File: config.mk
export PLATFORM = sky130hd
export DESIGN_NAME = integer_to_radix_digits
export DESIGN_NICKNAME = d
export VERILOG_FILES = /design/src/design/itrd_pkg.sv /design/src/design/itrd_ram.sv /design/src/design/itrd_divider.sv /design/src/design/integer_to_radix_digits.sv
export SDC_FILE = /design/constraint.sdc
export NUM_CORES = 1
export LEC_CHECK = 0
export BUFFER_PORTS_ARGS = -buffer_cell sky130_fd_sc_hd__buf_2
export CAP_MARGIN = 20
export CORE_MARGIN = 2
export CORE_UTILIZATION = 40
export DETAILED_ROUTE_END_ITERATION = 8
export PLACE_DENSITY = 0.67
export SLEW_MARGIN = 20
export SYNTH_ARGS = -nofsm -noshare
export SYNTH_HDL_FRONTEND = slang
export SYNTH_SLANG_ARGS = --single-unit
export TNS_END_PERCENT = 20
File: constraint.sdc
create_clock -name i_clk -period 7.4 [get_ports i_clk]
set_input_delay 0 -clock i_clk [delete_from_list [all_inputs] [get_ports i_clk]]
set_output_delay 0 -clock i_clk [all_outputs]
set_load 0.01 [all_outputs]
File: src/design/itrd_pkg.sv
// Shared types, constants and helpers for the integer to radix digits block.
// No dependencies; imported by the divider, the RAM users and the top level.
package itrd_pkg;

    localparam int VALUE_W       = 32;  // width of the input value field
    localparam int RADIX_W       = 6;
    localparam int CHAR_W        = 7;
    localparam int STORE_DEPTH   = 32;
    localparam int ADDR_W        = 5;
    localparam int COUNT_W       = 6;
    localparam int DIV_STEP_BITS = 4;   // quotient bits resolved per divider cycle

    localparam logic [RADIX_W-1:0] RADIX_MIN   = 6'd2;
    localparam logic [RADIX_W-1:0] RADIX_MAX   = 6'd36;
    localparam logic [RADIX_W-1:0] RADIX_RESET = 6'd10;
    localparam logic [RADIX_W-1:0] DEC_LIMIT   = 6'd9;

    localparam logic [CHAR_W-1:0] CHAR_ZERO   = 7'h30;  // '0'
    localparam logic [CHAR_W-1:0] CHAR_A      = 7'h41;  // 'A'
    localparam logic [CHAR_W-1:0] CHAR_TEN    = 7'd10;

    typedef struct packed {
        logic               start;
        logic [RADIX_W-1:0] divisor;
    } t_div_req;

    typedef struct packed {
        logic               done;
        logic [RADIX_W-1:0] remainder;
    } t_div_rsp;

    function automatic logic [RADIX_W-1:0] radix_sat(input logic [RADIX_W-1:0] v);
        logic [RADIX_W-1:0] r;
        r = v;
        if (v < RADIX_MIN) r = RADIX_MIN;
        if (v > RADIX_MAX) r = RADIX_MAX;
        return r;
    endfunction

    function automatic logic [CHAR_W-1:0] digit_to_char(input logic [RADIX_W-1:0] d);
        logic [CHAR_W-1:0] c;
        if (d > DEC_LIMIT) begin
            c = ({1'b0, d} - CHAR_TEN) + CHAR_A;
        end else begin
            c = {1'b0, d} + CHAR_ZERO;
        end
        return c;
    endfunction

endpackage

File: src/design/itrd_ram.sv
// Generic single write port, single read port RAM with registered read data.
// No dependencies.
module itrd_ram #(
    parameter int WIDTH = 6,
    parameter int DEPTH = 32
) (
    input  logic                     i_clk,
    input  logic                     i_we,
    input  logic [$clog2(DEPTH)-1:0] i_waddr,
    input  logic [WIDTH-1:0]         i_wdata,
    input  logic                     i_re,
    input  logic [$clog2(DEPTH)-1:0] i_raddr,
    output logic [WIDTH-1:0]         o_rdata
);

    logic [WIDTH-1:0] r_mem [DEPTH];
    logic [WIDTH-1:0] r_rdata;

    always_ff @(posedge i_clk) begin
        if (i_we) begin
            r_mem[i_waddr] <= i_wdata;
        end
        if (i_re) begin
            r_rdata <= r_mem[i_raddr];
        end
    end

    assign o_rdata = r_rdata;

endmodule

File: src/design/itrd_divider.sv
// Iterative restoring divider: unsigned dividend by a 6-bit divisor,
// DIV_STEP_BITS quotient bits per cycle. Depends on itrd_pkg.
module itrd_divider #(
    parameter int DIVIDEND_BITS = 32
) (
    input  logic                     i_clk,
    input  logic                     i_rst_n,
    input  itrd_pkg::t_div_req       i_req,
    input  logic [DIVIDEND_BITS-1:0] i_dividend,
    output itrd_pkg::t_div_rsp       o_rsp,
    output logic [DIVIDEND_BITS-1:0] o_quotient
);
    import itrd_pkg::*;

    localparam int STEPS = DIVIDEND_BITS / DIV_STEP_BITS;
    localparam int CNT_W = $clog2(STEPS + 1);

    logic [DIVIDEND_BITS-1:0] r_quot, n_quot;
    logic [RADIX_W-1:0]       r_rem, n_rem;
    logic [RADIX_W-1:0]       r_div;
    logic [CNT_W-1:0]         r_cnt, n_cnt;
    logic                     r_busy, n_busy;
    logic                     r_done, n_done;

    // one shared compare/subtract chain, DIV_STEP_BITS bits deep
    always_comb begin
        logic [DIVIDEND_BITS-1:0] q;
        logic [RADIX_W-1:0]       rm;
        logic [RADIX_W:0]         wide;
        q  = r_quot;
        rm = r_rem;
        for (int j = 0; j < DIV_STEP_BITS; j++) begin
            wide = {rm, q[DIVIDEND_BITS-1]};
            q    = {q[DIVIDEND_BITS-2:0], 1'b0};
            if (wide >= {1'b0, r_div}) begin
                wide = wide - {1'b0, r_div};
                q[0] = 1'b1;
            end
            rm = wide[RADIX_W-1:0];
        end

        n_quot = r_quot;
        n_rem  = r_rem;
        n_cnt  = r_cnt;
        n_busy = r_busy;
        n_done = 1'b0;
        if (i_req.start) begin
            n_quot = i_dividend;
            n_rem  = '0;
            n_cnt  = CNT_W'(STEPS);
            n_busy = 1'b1;
        end else if (r_busy) begin
            n_quot = q;
            n_rem  = rm;
            n_cnt  = r_cnt - CNT_W'(1);
            if (r_cnt == CNT_W'(1)) begin
                n_busy = 1'b0;
                n_done = 1'b1;
            end
        end
    end

    always_ff @(posedge i_clk) begin
        r_quot <= n_quot;
        r_rem  <= n_rem;
        r_cnt  <= n_cnt;
        if (i_req.start) begin
            r_div <= i_req.divisor;
        end
        if (!i_rst_n) begin
            r_busy <= 1'b0;
            r_done <= 1'b0;
        end else begin
            r_busy <= n_busy;
            r_done <= n_done;
        end
    end

    assign o_rsp.done      = r_done;
    assign o_rsp.remainder = r_rem;
    assign o_quotient      = r_quot;

endmodule

File: src/design/integer_to_radix_digits.sv
// Top level of the integer to radix digits converter: sequencer, base register,
// output register. Depends on itrd_pkg, itrd_divider and itrd_ram.
//
// Usage:
//  - Input channel (i_in_valid / o_in_stall, payload i_value): one transaction
//    carries one unsigned value; only its low VALUE_BITS bits are converted.
//  - Output channel (o_out_valid / i_out_stall): one transaction per digit,
//    o_digit_char is ASCII '0'..'9','A'..'Z', most significant digit first;
//    o_last_digit marks the final digit of the run. Zero gives a single '0'.
//  - Config channel (i_cfg_valid / o_cfg_ready, i_cfg_data): writes the base,
//    saturated to 2..36. Reset value 10. Always ready; write only when idle.
// Timing: each digit takes one pass of the shared divider, which resolves four
//  quotient bits per cycle. After the last digit is found, digits come out at
//  one per cycle while the output is not stalled, through the digit RAM's
//  registered read. The input stays stalled until the last digit of a run has
//  entered the output register; worst case is base 2 with a full-width value.
//  A zero value skips the divider.
// Stall: a stalled output holds its payload; the sequencer pauses reading.
//  The last digit of a run may sit in the output register while the next
//  input transaction is already accepted.
// Reset: synchronous, active low; clears the sequencer, output valid, digit
//  count and sets the base to 10. The digit RAM is not cleared.
module integer_to_radix_digits #(
    parameter int VALUE_BITS = 32
) (
    input  logic                        i_clk,
    input  logic                        i_rst_n,
    input  logic                        i_in_valid,
    output logic                        o_in_stall,
    input  logic [itrd_pkg::VALUE_W-1:0] i_value,
    output logic                        o_out_valid,
    input  logic                        i_out_stall,
    output logic [itrd_pkg::CHAR_W-1:0]  o_digit_char,
    output logic                        o_last_digit,
    input  logic                        i_cfg_valid,
    output logic                        o_cfg_ready,
    input  logic [itrd_pkg::RADIX_W-1:0] i_cfg_data
);
    import itrd_pkg::*;

    // bits actually converted, padded up to whole divider steps
    localparam int EFF_BITS = (VALUE_BITS < VALUE_W) ? VALUE_BITS : VALUE_W;
    localparam int QW = ((EFF_BITS + DIV_STEP_BITS - 1) / DIV_STEP_BITS) * DIV_STEP_BITS;

    typedef enum logic [1:0] {
        ST_IDLE,
        ST_DIV,
        ST_EMIT
    } t_state;

    t_state              r_state, n_state;
    logic [RADIX_W-1:0]  r_radix;
    logic [COUNT_W-1:0]  r_n, n_n;           // digit count of current run
    logic [COUNT_W-1:0]  r_rd_left, n_rd_left;
    logic [ADDR_W-1:0]   r_rd_addr, n_rd_addr;
    logic                r_pend, n_pend;     // RAM read data valid for output
    logic                r_pend_last, n_pend_last;
    logic                r_out_valid, n_out_valid;
    logic [CHAR_W-1:0]   r_digit_char, n_digit_char;
    logic                r_last_digit, n_last_digit;

    t_div_req            div_req;
    t_div_rsp            div_rsp;
    logic [QW-1:0]       div_dividend;
    logic [QW-1:0]       div_quot;

    logic                ram_we;
    logic [ADDR_W-1:0]   ram_waddr;
    logic [RADIX_W-1:0]  ram_wdata;
    logic                ram_re;
    logic [RADIX_W-1:0]  ram_rdata;

    logic                in_acc;
    logic                out_free;
    logic                value_zero;
    logic [COUNT_W-1:0]  n_plus;

    itrd_divider #(
        .DIVIDEND_BITS (QW)
    ) u_divider (
        .i_clk      (i_clk),
        .i_rst_n    (i_rst_n),
        .i_req      (div_req),
        .i_dividend (div_dividend),
        .o_rsp      (div_rsp),
        .o_quotient (div_quot)
    );

    // remainders, least significant digit at address 0
    itrd_ram #(
        .WIDTH (RADIX_W),
        .DEPTH (STORE_DEPTH)
    ) u_digit_ram (
        .i_clk   (i_clk),
        .i_we    (ram_we),
        .i_waddr (ram_waddr),
        .i_wdata (ram_wdata),
        .i_re    (ram_re),
        .i_raddr (r_rd_addr),
        .o_rdata (ram_rdata)
    );

    assign o_in_stall  = (r_state != ST_IDLE);
    assign in_acc      = i_in_valid && !o_in_stall;
    assign out_free    = !r_out_valid || !i_out_stall;
    assign value_zero  = (i_value[EFF_BITS-1:0] == '0);
    assign n_plus      = r_n + COUNT_W'(1);
    assign o_cfg_ready = 1'b1;

    always_comb begin
        n_state      = r_state;
        n_n          = r_n;
        n_rd_left    = r_rd_left;
        n_rd_addr    = r_rd_addr;
        n_pend       = r_pend;
        n_pend_last  = r_pend_last;
        n_out_valid  = r_out_valid;
        n_digit_char = r_digit_char;
        n_last_digit = r_last_digit;

        div_req.start   = 1'b0;
        div_req.divisor = r_radix;
        div_dividend    = div_quot;
        ram_we          = 1'b0;
        ram_waddr       = r_n[ADDR_W-1:0];
        ram_wdata       = div_rsp.remainder;
        ram_re          = 1'b0;

        if (r_out_valid && !i_out_stall) begin
            n_out_valid = 1'b0;
        end

        unique case (r_state)
            ST_IDLE: begin
                if (in_acc) begin
                    if (value_zero) begin
                        // zero: one stored digit, straight to emission
                        ram_we    = 1'b1;
                        ram_waddr = '0;
                        ram_wdata = '0;
                        n_n       = COUNT_W'(1);
                        n_rd_left = COUNT_W'(1);
                        n_rd_addr = '0;
                        n_state   = ST_EMIT;
                    end else begin
                        div_req.start = 1'b1;
                        div_dividend  = QW'(i_value[EFF_BITS-1:0]);
                        n_n           = '0;
                        n_state       = ST_DIV;
                    end
                end
            end
            ST_DIV: begin
                if (div_rsp.done) begin
                    ram_we = 1'b1;
                    n_n    = n_plus;
                    if (div_quot == '0 || n_plus == COUNT_W'(STORE_DEPTH)) begin
                        n_rd_left = n_plus;
                        n_rd_addr = r_n[ADDR_W-1:0];
                        n_state   = ST_EMIT;
                    end else begin
                        div_req.start = 1'b1;
                    end
                end
            end
            ST_EMIT: begin
                if (r_pend && out_free) begin
                    n_out_valid  = 1'b1;
                    n_digit_char = digit_to_char(ram_rdata);
                    n_last_digit = r_pend_last;
                    n_pend       = 1'b0;
                    if (r_pend_last) begin
                        n_state = ST_IDLE;
                    end
                end
                // read ahead so digits leave back to back
                if (r_rd_left != '0 && (!r_pend || out_free)) begin
                    ram_re      = 1'b1;
                    n_rd_addr   = r_rd_addr - ADDR_W'(1);
                    n_rd_left   = r_rd_left - COUNT_W'(1);
                    n_pend      = 1'b1;
                    n_pend_last = (r_rd_left == COUNT_W'(1));
                end
            end
            default: begin
                n_state = ST_IDLE;
            end
        endcase
    end

    always_ff @(posedge i_clk) begin
        r_digit_char <= n_digit_char;
        r_last_digit <= n_last_digit;
        r_rd_addr    <= n_rd_addr;
        r_pend_last  <= n_pend_last;
        if (!i_rst_n) begin
            r_state     <= ST_IDLE;
            r_radix     <= RADIX_RESET;
            r_n         <= '0;
            r_rd_left   <= '0;
            r_pend      <= 1'b0;
            r_out_valid <= 1'b0;
        end else begin
            r_state     <= n_state;
            r_n         <= n_n;
            r_rd_left   <= n_rd_left;
            r_pend      <= n_pend;
            r_out_valid <= n_out_valid;
            if (i_cfg_valid && o_cfg_ready) begin
                r_radix <= radix_sat(i_cfg_data);
            end
        end
    end

    assign o_out_valid  = r_out_valid;
    assign o_digit_char = r_digit_char;
    assign o_last_digit = r_last_digit;

    // divider only reports while the sequencer waits for it
    a_done_in_div: assert property (@(posedge i_clk) disable iff (!i_rst_n)
        div_rsp.done |-> r_state == ST_DIV)
        else $error("divider done outside division phase");

    // pending RAM data only exists during emission
    a_pend_in_emit: assert property (@(posedge i_clk) disable iff (!i_rst_n)
        r_pend |-> r_state == ST_EMIT)
        else $error("pending digit outside emission phase");

    // a run never outgrows the digit store
    a_count_bound: assert property (@(posedge i_clk) disable iff (!i_rst_n)
        r_n <= COUNT_W'(STORE_DEPTH))
        else $error("digit count beyond store depth");

    // base register stays within its legal range
    a_radix_range: assert property (@(posedge i_clk) disable iff (!i_rst_n)
        r_radix >= RADIX_MIN && r_radix <= RADIX_MAX)
        else $error("radix out of range");

endmodule
Word level (Yosys, flattened, before mapping):

Memory sizes are Yosys's and may differ from the RTL's. A register that Yosys moved wholly into a read port is not among the register bits.
Index checks and enable logic that the tools add are counted.

* add/subtract/negate cells: 11
* order comparisons: 7
* equal/unequal tests: 15
* multiplexer cells: 67
* bitwise operators: 2
* reductions and logical operators: 28

Operators with widths (number)
* $mux W32: 5
* $mux W6: 16
* $logic_not A32 Y1: 2
* $mux W5: 8
* $ge A7 B6 Y1: 4
* $mux W1: 25
* $sub A6 B6 Y6: 4
* $pmux W6 S3: 1
* $pmux W5 S3: 1
* $ne A2 B2 Y1 const B: 7
* $mux W2: 6
* $pmux W6 S2: 1
* $reduce_bool A2 Y1: 4
* $add A6 B6 Y7 const B: 1
* $add A7 B7 Y7 const B: 1
* $mux W7: 1
* $sub A6 B4 Y7 const B: 1
* $add A6 B1 Y6 const B: 1
* $eq A6 B1 Y1 const B: 1
* $eq A6 B6 Y1 const B: 1
* $gt A6 B4 Y1 const B: 1
* $gt A6 B6 Y1 const B: 1
* $lt A6 B2 Y1 const B: 1
* $ne A2 B1 Y1 const B: 3
* 21 further kinds: 33

* register bits: 86
* bits in writable memories: 192
* output and inout bits: 11
* memories: 1

Memories
* u_digit_ram.r_mem: depth 32, bits a word 6, rd ports 1, clocked after memory_dff 1, write ports 1, RTL line itrd_ram.sv:16 `logic [WIDTH-1:0] r_mem [DEPTH];`

Longest topological paths before layout:

* depth in word-level cells: 10
* depth in mapped cells: 32
* mapped depth without buffers: 30

By module:

Synthesis repeated with hierarchy kept, for this count alone.

* cells, all modules: 952
* area total of the unflattened synthesis: 13800.7 µm²

Modules (own cells, without submodules)
* itrd_ram: times used 1, cells each 323, area an instance 7649.8 µm², seq. area each 5945.7 µm²
* itrd_divider: times used 1, cells each 321, area an instance 3425.8 µm², seq. area each 1381.3 µm²
* integer_to_radix_digits: times used 1, cells each 308, area an instance 2725.1 µm², seq. area each 860.8 µm²

Worst setup path after synthesis:

Ideal clock, no wire load.

* path type: flip-flop to flip-flop
* start: register u_divider.r_div[1]
* end: register u_divider.r_rem[0]
* data arrival time: 6.722 ns
* slack: 0.556 ns
* cell stages (with the launch flop): 31
* buffers on the path: 2
* period minus slack after synthesis: 6.844 ns
* path through: edfxtp_1 inv_1 ha_1 nand2_1 o21ai_1 a41oi_1 clkbuf_1 mux2_2 ha_1 a21o_1 a31oi_1 o21a_1 nand2_2 mux2_2 ha_1 and2_1 o311ai_0 nand2_1 a221o_1 buf_6 mux2i_1 ha_1 nor2b_1 o211ai_1 nand3b_1 a21oi_1 o21ai_0 nand4b_1 mux2i_4 nor4_1 a311o_1

* cells in the longest elaborated chain, start to end: 8

Ends and longest elaborated chain
* start: declaration: RTL line itrd_divider.sv:20 `logic [RADIX_W-1:0] r_div;`
* start signal: assignment: RTL line itrd_divider.sv:68 `r_div <= i_req.divisor;`
* $sub A6 B6 Y6 / $ge A7 B6 Y1 (equally long branches): RTL line itrd_divider.sv:36, itrd_divider.sv:35
* $mux W6: RTL line itrd_divider.sv:35 `if (wide >= {1'b0, r_div}) begin`
* $sub A6 B6 Y6 / $ge A7 B6 Y1 (equally long branches): RTL line itrd_divider.sv:36, itrd_divider.sv:35
* $mux W6: RTL line itrd_divider.sv:35
* $sub A6 B6 Y6 / $ge A7 B6 Y1 (equally long branches): RTL line itrd_divider.sv:36, itrd_divider.sv:35
* $mux W6: RTL line itrd_divider.sv:35
* $ge A7 B6 Y1 *: RTL line itrd_divider.sv:35
* $mux W6 *: RTL line itrd_divider.sv:35
* end signal: assignment: RTL line itrd_divider.sv:65 `r_rem <= n_rem;`
* end: declaration: RTL line itrd_divider.sv:19 `logic [RADIX_W-1:0] r_rem, n_rem;`

Mark *: on every way between the ends. The rest lies on a longest branch, timed or not.
A chain may end at the register's enable or synchronous reset.

Worst setup path after layout:

* start: register u_divider.r_div[2]
* end: register u_divider.r_rem[0]

Same word-level chain as after synthesis.

==> metrics.md <==
| Metric | Value |
|---|---|
| Status | `finished, final reports clean` |
| Layout Area Growth over Synthesis | `17.3%` |
| Pwr/cell area | `~480 nW/um^2` |
| Commonest non-fill, non-tap cell in the layout | `edfxtp_1` |
| Post-synthesis cell count | `roughly 960` |
| First-pass GRT wire length | `about 44000 um` |
| Layout cells sized above 1 | `18.4%` |
| Setup TNS | `0 ps` |
| Sequential Area | `just over 8000 um^2` |
| Drt pass-1 iters | `5` |
| Post-route antenna net violation count | `0` |
| NetSw | `2.78 mW` |
| Core Region | `32500 um^2` |
| Port Buffers | `52` |
| Skew final | `24.5 ps` |
| Clock power frac | `19.8%` |
| Vias in the first global route | `8031` |
| Clock slew at reported path FFs | `60 ps` |
| I/O pin cnt | `54` |
| CTS tree | `built` |
| Fin. Hold Viols | `0` |
| Required @ worst endpoint | `7830 ps` |
| Worst slack, placed | `approximately 170 ps` |
| Peak Freq | `0.144 GHz` |
| Syn Nets | `1042` |
| Vias | `8076` |
| Synth Register Bits | `284` |
| Clk sink count | `284` |
| Pin count of the biggest net entering global routing | `53` |
| Peak VDD IR | `between 600 and 700 uV` |
| Setup ws final | `roughly 470 ps` |
| Max-cap violations | `0` |
| Critical path class | `register to register` |
| Area of the multi-input gates | `4760 um^2` |
| Row cnt | `66` |
| Unrepaired setup endpoints after global routing | `false` |
| Slew margin rel. | `31.7%` |
| Routed WL per cell | `roughly 19 um` |
| Syn Area/Cell | `13.8 um^2` |
| Arrival @ worst endpoint | `7360 ps` |
| Clock tree buffer depth | `3` |
| Hold WC Path Type | `primary input to register` |
| Die width | `186 um` |
| Slew of the pin with the lowest slew margin | `1020 ps` |
| Comb pwr share | `roughly half` |
| Initial DRC count | `536` |
| Startpoint types | `register` |
| GPL Wtd Cong | `0.852` |
| Initial antenna violation count | `1` |
| DP Cell Count | `1417` |
| YS warnings | `0` |
| Final number of setup-violating endpoints | `0` |
| DRC | `0` |
| Tcrit/Tclk final | `93.7%` |
| Final Max Tran Viols | `0` |
| Post-synth EDFFs | `250` |
| Most common flop cell mapped by yosys | `edfxtp_1` |
| CP endpoint kind | `register` |
| Netlist cell types | `65` |
| Pleak | `5.49 nW` |
| Sequential Power Share | `29.5%` |
| Num CTS Buffers | `30` |
| Root Driver | `clkbuf_16` |
| DR vias/cell | `5.30` |
| Most frequent cells in the layout | `edfxtp_1 (250), nand2_1 (124), nor2_1 (70)` |
| Final #Nets | `1144` |
| HPWL Detailed | `between 15000 and 20000 um` |
| Fillers | `2846` |
| Net Sw Frac | `37.5%` |
| Post-synth ARST share | `0%` |
| Total track usage | `16.5%` |
| Synth Cell Area | `13200 um^2` |
| Fin cells | `1523` |
| Pint | `4.64 mW` |
| DRT Wirelength | `28300 um` |
| Critical path fanouts, max | `7` |
| Final min period | `6930 ps` |
| Worst skew pair latency | `~570 ps` |
| Gr ovfl total | `0` |
| Starting Density | `40.6%` |
| H-Tree Level Count | `1` |
| Chip height | `186 um` |
| DIE AREA | `between 30000 and 40000 um^2` |
| Sequential area share after synthesis | `62.0%` |
[kinds of logic (layout without fill, tap and decap cells)]
group,after synthesis,in the layout,synth area share (%)
muxes,89,89,12.7
adders and majority gates,43,43,4.30
xor gates and xnor gates,32,32,2.12
DFF,284,284,62.0
buffers and inverters,90,214,2.66
and+or+nand+nor,299,299,10.5
AOI/OAI and AO/OA,118,118,5.70
other,1,2,0.0284
[routing by layer]
layer | up-vias | track usage, % | share of wire, %
met3 | 50 | 2.74 | 4.9
met4 | 2 | 3.97 | 2.0
met1 | 3996 | 22.7 | 44
li1 | 3814 | - | -
met2 | 214 | 27.5 | 49
met5 | - | 0 | 0.046
[path summary, 6_finish.rpt]
check / start / slack [ps] / endpoint / depth (start not counted)
setup / recovery: u_divider.r_div[2] / 470 / u_divider.r_rem[0] / 27
hold / removal: i_in_valid / 60 / r_n[0] / 6
setup reg to reg: u_divider.r_div[2] / 470 / u_divider.r_rem[0] / 27
hold reg to reg: r_radix[3] / 430 / u_divider.r_div[3] / 0
[layout make-up]
class / instances / area share [%]
Clock buffer: 41 / 5.18
Antenna cell: 1 / 0.0162
Clock inverter: 13 / 1.11
Timing Repair Buffer: 113 / 5.40
Tap cell: 442 / 3.57
Inverter: 47 / 1.14
Multi-Input combinational cell: 582 / 30.7
Sequential cell: 284 / 52.9
[synthesized netlist by cell type (5+ instances only)]
library cell	instances	area [um^2]
a22oi_1	5	37.5
nor3b_1	6	45.0
nand3b_1	5	37.5
nor4_1	22	138
a31oi_1	5	31.3
a211oi_1	6	45.0
clkbuf_1	35	131
edfxtp_1	250	7510
inv_1	45	169
o22ai_1	5	31.3
and2_1	6	37.5
a21oi_1	34	170
nor2b_1	16	100
nor3_1	11	55.1
nor2_1	70	263
a21o_1	8	60.1
o21ai_0	28	140
xor2_1	13	114
dfxtp_1	34	681
mux2i_1	13	130
mux4_2	60	1350
nand3_1	13	65.1
mux2_2	15	169
xnor2_1	19	166
nand2b_1	8	50.1
nand2_1	124	465
ha_1	39	488
[power by group through the flow]
| stage | Combinational, mW | Sequential [mW] | Clock [mW] |
|---|---|---|---|
| after floorplan | 2.88 | 2.16 | 0 |
| after global placement | 3.56 | 2.21 | 0 |
| after detailed placement | 3.60 | 2.22 | 0 |
| after CTS | 3.64 | 2.18 | 1.50 |
| after global routing | 4.11 | 2.20 | 1.56 |
| final | 3.76 | 2.18 | 1.47 |
[sequential cells by signal (all words and copies together) (netlist names), 4 cells and up]
name,cells
u_digit_ram.r_mem,192
u_divider.o_quotient,32
o_digit_char,7
r_n,6
r_radix,6
r_rd_left,6
u_digit_ram.o_rdata,6
u_divider.r_div,6
u_divider.r_rem,6
r_rd_addr,5
u_divider.r_cnt,4
[critical path: stages (launching register included)]
cell,delay [ps]
edfxtp_1,350
inv_1,170
ha_1,330
a21oi_1,160
o21ai_1,80
a41oi_1,270
mux2_2,390
ha_1,340
a21o_1,200
a31oi_1,220
o21a_1,220
nand2_2,130
mux2_2,320
ha_1,340
and2_1,190
o311ai_1,250
nand2_1,110
a221o_2,400
buf_4,190
mux2_2,290
ha_1,330
and4_1,200
a31oi_1,170
o21ai_0,120
nand4b_1,270
mux2i_4,340
nor4_1,80
a311o_1,330
[what timing repair did]
| item | 4_1_cts | 5_1_grt |
|---|---|---|
| resized for setup | 0 | 4 |
| setup buffers | 0 | 2 |
| setup endpoints to repair | 0 | 7 |
| hold endpoints to repair | 41 | 0 |
| hold buffers | 48 | 0 |
[per-stage QoR]
stage	hold slack, ps	power, mW	area [um^2]	util [%]
2_1_floorplan	76.2	5.04	13200	-
3_3_place_gp	271	5.77	14000	42.9
3_5_place_dp	292	5.82	14000	43.0
4_1_cts	30.7	7.32	15400	47.4
5_1_grt	83.4	7.87	15500	47.6
6_report	57.5	7.41	15500	47.6
(Power assumes the default switching activity.)
